===== src/rtl/mlm_ram.sv =====
// generic single-write, single-read ram with registered read data
// no dependencies

module mlm_ram #(
  parameter int WIDTH = 8,
  parameter int DEPTH = 16
) (
  input  logic                     clk,
  input  logic                     we,
  input  logic [$clog2(DEPTH)-1:0] waddr,
  input  logic [WIDTH-1:0]         wdata,
  input  logic [$clog2(DEPTH)-1:0] raddr,
  output logic [WIDTH-1:0]         rdata
);

  logic [WIDTH-1:0] mem [DEPTH];

  always_ff @(posedge clk) begin
    if (we) begin
      mem[waddr] <= wdata;
    end
    rdata <= mem[raddr];
  end

endmodule

===== config.mk =====
export PLATFORM = sky130hd
export DESIGN_NAME = mlm_ram
export DESIGN_NICKNAME = d
export VERILOG_FILES = /design/src/rtl/mlm_ram.sv
export SDC_FILE = /design/constraint.sdc
export NUM_CORES = 1
export LEC_CHECK = 0
export BUFFER_PORTS_ARGS = -buffer_cell sky130_fd_sc_hd__buf_2
export CAP_MARGIN = 20
export CORE_MARGIN = 2
export CORE_UTILIZATION = 40
export DETAILED_ROUTE_END_ITERATION = 6
export PLACE_DENSITY_LB_ADDON = 0.25
export SETUP_SLACK_MARGIN = 0.2
export SYNTH_ARGS = -nofsm -noshare
export SYNTH_HDL_FRONTEND = slang
export SYNTH_SLANG_ARGS = --single-unit

===== constraint.sdc =====
create_clock -name clk -period 2.25 [get_ports clk]
set_clock_uncertainty 0.15 [all_clocks]
set_input_delay 0.3375 -clock clk [delete_from_list [all_inputs] [get_ports clk]]
set_output_delay 0.3375 -clock clk [all_outputs]
set_load 0.1 [all_outputs]

==> qor.yml, run 1 <==
num_antenna_cells: 0
synthTopCellsByArea: "edfxtp_1 75%, mux4_2 7.9%, mux4_1 7.1%, dfxtp_1 3.1%, a22oi_1 2.3%"
die_width_um: 117.4
criticalPathCategory: "flop to primary output"
die_h_um: 117.4
crit_buf_inv: 1
setup_slack_ps: 541.6
cp_cell_sequence: "buf_2"
synth_fp_nets: 247
core_um2: 12570
post_cts_buffers: 0
num_rows: 41
fin_util_pct: 48.87
synthCells: 229
crit_family: "buffers and inverters"
dp_hpwl_um: 6104
first_pass_iters: 4
p_per_area_nw_per_um2: 951.1
synth_top_family_by_area: "multiplexers"
required_ps: 1760
synth_cell_types: 19
dpl_cell_area_um2: 5577
worstPathArrival_ps: 1220
ctsHoldBuffers: 0
syn_area_um2: 5147
cts_tree: "yes"
start_util_pct: 40.96
finalCritPeriodShare_pct: 75.93
maxCapViolations: 0
htreeDepth: 4
drive_above_1_share_pct: 31.08
cts-resized-gates: 0
ios: 26
grt_max_degree: 33
gp_congestion: 0.7288
synth_mux_area_share_pct: 15.02
seqPwrFrac_pct: 48.8
yosysTopAreaCell: "edfxtp_1"
drt_first_iter_violations: 109
clk_path_buf_depth: 2
dpl_worst_slack_ps: 302.3
synth_simple_gate_area_share_pct: 3.184
gr-total-overflow: 0
synth_seq_cells: 136
drv_slew: 0
synth_compound_area_share_pct: 2.333
synthDominantCellAreaShare_pct: 74.67
hold_viol: 0
switching_share_pct: 20.92
endpoint_kind: "primary output"
wire_per_inst_um: 20.33
p_comb_share_pct: 6.5
fin_setup_tns_ps: 0
whs_ps: 158.9
grt_pass1_wl_um: 14600
numCtsBuffers: 17
die_area_um2: 13790
syn_to_final_growth_pct: 19.32
clk_latency_ps: 410
yosysWarnings: 0
grt_usage_pct: 14.90
via_per_inst: 4.991
p_int_mw: 4.620
postRouteAntennaNets: 0
grt_pass1_vias: 2433
synth.avg_cell_area_um2: 22.48
switchingPower_mw: 1.222
status: "finished, final reports clean"
vias: 2336
fin_crit_ps: 1708
cts.sinks: 136
synth-seq-area-share_pct: 77.78
holdCritPathClass: "input pin to flop"
fmax_mhz: 585.4
cts.clk_slew.worst_paths_ps: 50
synth_fa_ha_area_share_pct: 0
cp_slowest_cell: "buf_2"
postLayoutCellArea_um2: 6142
ir_drop_mv: 0.3846
fin_nets: 301
grt_setup_unrepaired: "no"
max_stage_delay_ps: 450
cts_root_buffer: "clkbuf_16"
totalWireLength_um: 9516
synthXorXnorAreaFrac_pct: 0
worst_slew_pin_slew_ps: 494.7
p_clk_share_pct: 44.7
grt_antenna_before_repair: 1
numPortBuffers: 25
cp-start-kind: "flop"
crit_fanout: 1
slew_headroom_pct: 67.24
drc: 0
setup_viol: 0
p_leak_nw: 2.090
[cells by family after synthesis]
| logic type | count (synthesis) |
|---|---|
| AOI/OAI and AO/OA | 16 |
| buffers and inverters | 10 |
| DFF | 136 |
| muxes | 32 |
| and+or+nand+nor | 35 |
[sequential cells by signal, summed over array words and instances, names as in the netlist]
name and count:
mem 128, rdata 8
[cells in the mapped netlist, drive strengths merged]
| cell type | number |
|---|---|
| nand2b | 2 |
| nand3b | 2 |
| nor3 | 4 |
| mux4 | 32 |
| and2b | 1 |
| nor2b | 1 |
| nand2 | 9 |
| nand3 | 1 |
| and2 | 1 |
| buf | 7 |
| or3b | 1 |
| dfxtp | 8 |
| clkdlybuf4s25 | 3 |
| edfxtp | 128 |
| nor2 | 13 |
| a22oi | 16 |
[area by class of cell]
class,count,area [um2]
Fill cell,1028,6426
Sequential cell,136,4004
Multi-Input combinational cell,83,1057
Clock buffer,22,464.2
Timing Repair Buffer,45,300.3
Tap cell,172,215.2
Clock inverter,10,101.3
[per-stage QoR]
step | instances | power, mW
floorplan | 229 | 3.164
global placement | 436 | 3.284
detailed placement | 436 | 3.291
CTS | 468 | 5.915
global route | 468 | 6.046
finish | 468 | 5.842
[cell usage in the layout (no fill, tap or decap), types with 3 or more instances in the layout]
| cell | n |
|---|---|
| a22oi_1 | 16 |
| buf_2 | 25 |
| buf_4 | 18 |
| clkbuf_1 | 3 |
| clkbuf_16 | 17 |
| clkinv_2 | 6 |
| dfxtp_1 | 8 |
| edfxtp_1 | 128 |
| mux4_1 | 14 |
| mux4_2 | 18 |
| nand2_1 | 9 |
| nor2_1 | 13 |
| nor3_1 | 4 |
[power groups by stage]
stage	clock network [mW]	logic (mW)	registers (mW)
floorplan	0	0.144	3.02
global route	2.79	0.402	2.86
CTS	2.68	0.386	2.85
global placement	0	0.381	2.90
detailed placement	0	0.386	2.91
finish	2.61	0.378	2.85
[layer usage]
layer	global-route usage (%)	share of wire, %	vias up
li1	-	-	1080
met1	18.18	44	1207
met2	24.20	51	34
met3	4.961	3.2	13
met4	6.777	1.5	2
met5	0	0.14	-
[final timing paths]
path | start | end | slack [ps] | cells past startpoint
max | rdata[0] | rdata[0] | 540 | 1
min reg2reg | mem[11][3] | rdata[3] | 530 | 3
max reg2reg | mem[6][0] | rdata[0] | 780 | 3
min | wdata[5] | mem[8][5] | 160 | 1
Note: power is estimated with default switching activity, not from simulation.
==> run 2, diff against run 1 <==
==> constraint.sdc (replaced) <==
create_clock -name clk -period 1.4 [get_ports clk]
set_clock_uncertainty 0.15 [all_clocks]
set_input_delay 0.21 -clock clk [delete_from_list [all_inputs] [get_ports clk]]
set_output_delay 0.21 -clock clk [all_outputs]
set_load 0.1 [all_outputs]
==> run 2 against run 1 <==
Compared with the run above: the flow now finishes with violations (setup timing); non-clock buffer count increased by 18; first-iteration DRC count grew 47%; cell area is 11% higher; register-to-register slack lost 860 ps; sequential share of layout area down 6.4 points; via count rose by 7.4%; hold slack got worse by 130 ps; die area unchanged; cell count up 3.8%; sequential cell count unchanged; highest routed layer is now met4.
==> qor.yml, run 2 (synthesis results as in run 1) <==
p_leak_nw: 2.276
required_ps: 1540
first_pass_iters: 4
grt_use_met2_pct: 27.05
crit_buf_inv: 1
ios: 26
largest_register_ffs: 128
clk_latency_ps: 410
worst_slew_pin_slew_ps: 947.0
htreeDepth: 4
max_stage_delay_ps: 480
die_h_um: 117.4
start_util_pct: 40.96
die_width_um: 117.4
grt_antenna_before_repair: 0
slew_headroom_pct: 36.74
stdcell_count: 486
finalCritPeriodShare_pct: 105.4
fin_nets: 319
num_antenna_cells: 0
drive_above_1_share_pct: 50.32
cts.clk_slew.worst_paths_ps: 60
use_met3_pct: 5.010
cts_root_buffer: "clkbuf_16"
gr-total-overflow: 0
criticalPathCategory: "flop to flop"
wire_per_inst_um: 21.55
core_um2: 12570
setup_slack_ps: -75.86
fin_setup_tns_ps: -165.5
postRouteAntennaNets: 0
endpoint_kind: "flop"
die_area_um2: 13790
totalWireLength_um: 10470
regMostFlops: "mem"
hold_viol: 0
most-common-layout-cells: "128 x edfxtp_1, 32 x mux4_2, 24 x buf_12, 21 x buf_4"
p_per_area_nw_per_um2: 1567
fmax_mhz: 677.6
crit_fanout: 1
cp-start-kind: "flop"
cp_slowest_cell: "mux4_2"
num_rows: 41
syn_to_final_growth_pct: 32.72
via_per_inst: 5.165
worstPathArrival_ps: 1620
ir_drop_mv: 0.9066
clk_path_buf_depth: 2
grtUsageMet1_pct: 20.07
grt_pass1_wl_um: 16080
crit_family: "multiplexers"
holdCritPathClass: "input pin to flop"
status: "complete, but fails checks"
cp_cell_sequence: "mux4_2 -> a22oi_2 -> buf_4 -> nand2_4"
post_cts_buffers: 0
drv_slew: 0
busiest_layer: "met2"
gp_congestion: 0.7058
drt_first_iter_violations: 160
maxCapViolations: 0
cts_tree: "yes"
dp_hpwl_um: 6687
layout_commonest_cell: "edfxtp_1"
cts.sinks: 136
vias: 2510
drc: 0
numCtsBuffers: 17
violations: "setup timing"
numPortBuffers: 25
ctsHoldBuffers: 0
fin_util_pct: 54.36
grt_setup_unrepaired: "yes"
grt_max_degree: 17
grt_pass1_vias: 2698
whs_ps: 28.75
top_regs: "mem x128, rdata x8"
setup_viol: 5
fin_crit_ps: 1476
grt_usage_pct: 16.46
dp_cells: 454
## run 2: timing repair
item / in CTS / in global routing
gates resized for setup: 12 / 8
setup endpoints to repair: 16 / 32
pin swaps: 1 / 2
cloned: 0 / 0
## run 2: power breakdown
part,internal [mW],switching (mW)
Combinational,0.340,0.476
Sequential,4.56,0.0473
Clock,3.68,1.60
## run 2: stage by stage
step           setup slack [ps]  instance area (um2)  power [mW]
6_report                 -75.86                 6832       10.71
5_1_grt                  -129.9                 6832       11.00
2_1_floorplan            -63.01                 5240       5.130
4_1_cts                  -87.30                 6795       10.77
3_5_place_dp             -493.3                 6051       5.479
3_3_place_gp             -488.7                 6051       5.469
## run 2: final timing paths
path              from   endpoint  slack (ps)  cells after the start
max          mem[3][0]   rdata[0]         -80                      4
min           wdata[4]  mem[4][4]          30                      1
max reg2reg  mem[3][0]   rdata[0]         -80                      4
min reg2reg  mem[7][6]   rdata[6]         530                      3
## run 2: final cells by class
cell class              instances  area (um2)
multi-input cells              83        1157
well taps                     172       215.2
clock inverters                14       276.5
clock buffers                  18       429.2
repair buffers                 63       734.5
flip-flops and latches        136        4019
fillers                       949        5737
## run 2: per-layer routing
metal / vias up / routed length [um]
met5: - / 0
met1: 1316 / 4322
met4: 0 / 231
li1: 1102 / -
met2: 75 / 5413
met3: 17 / 507
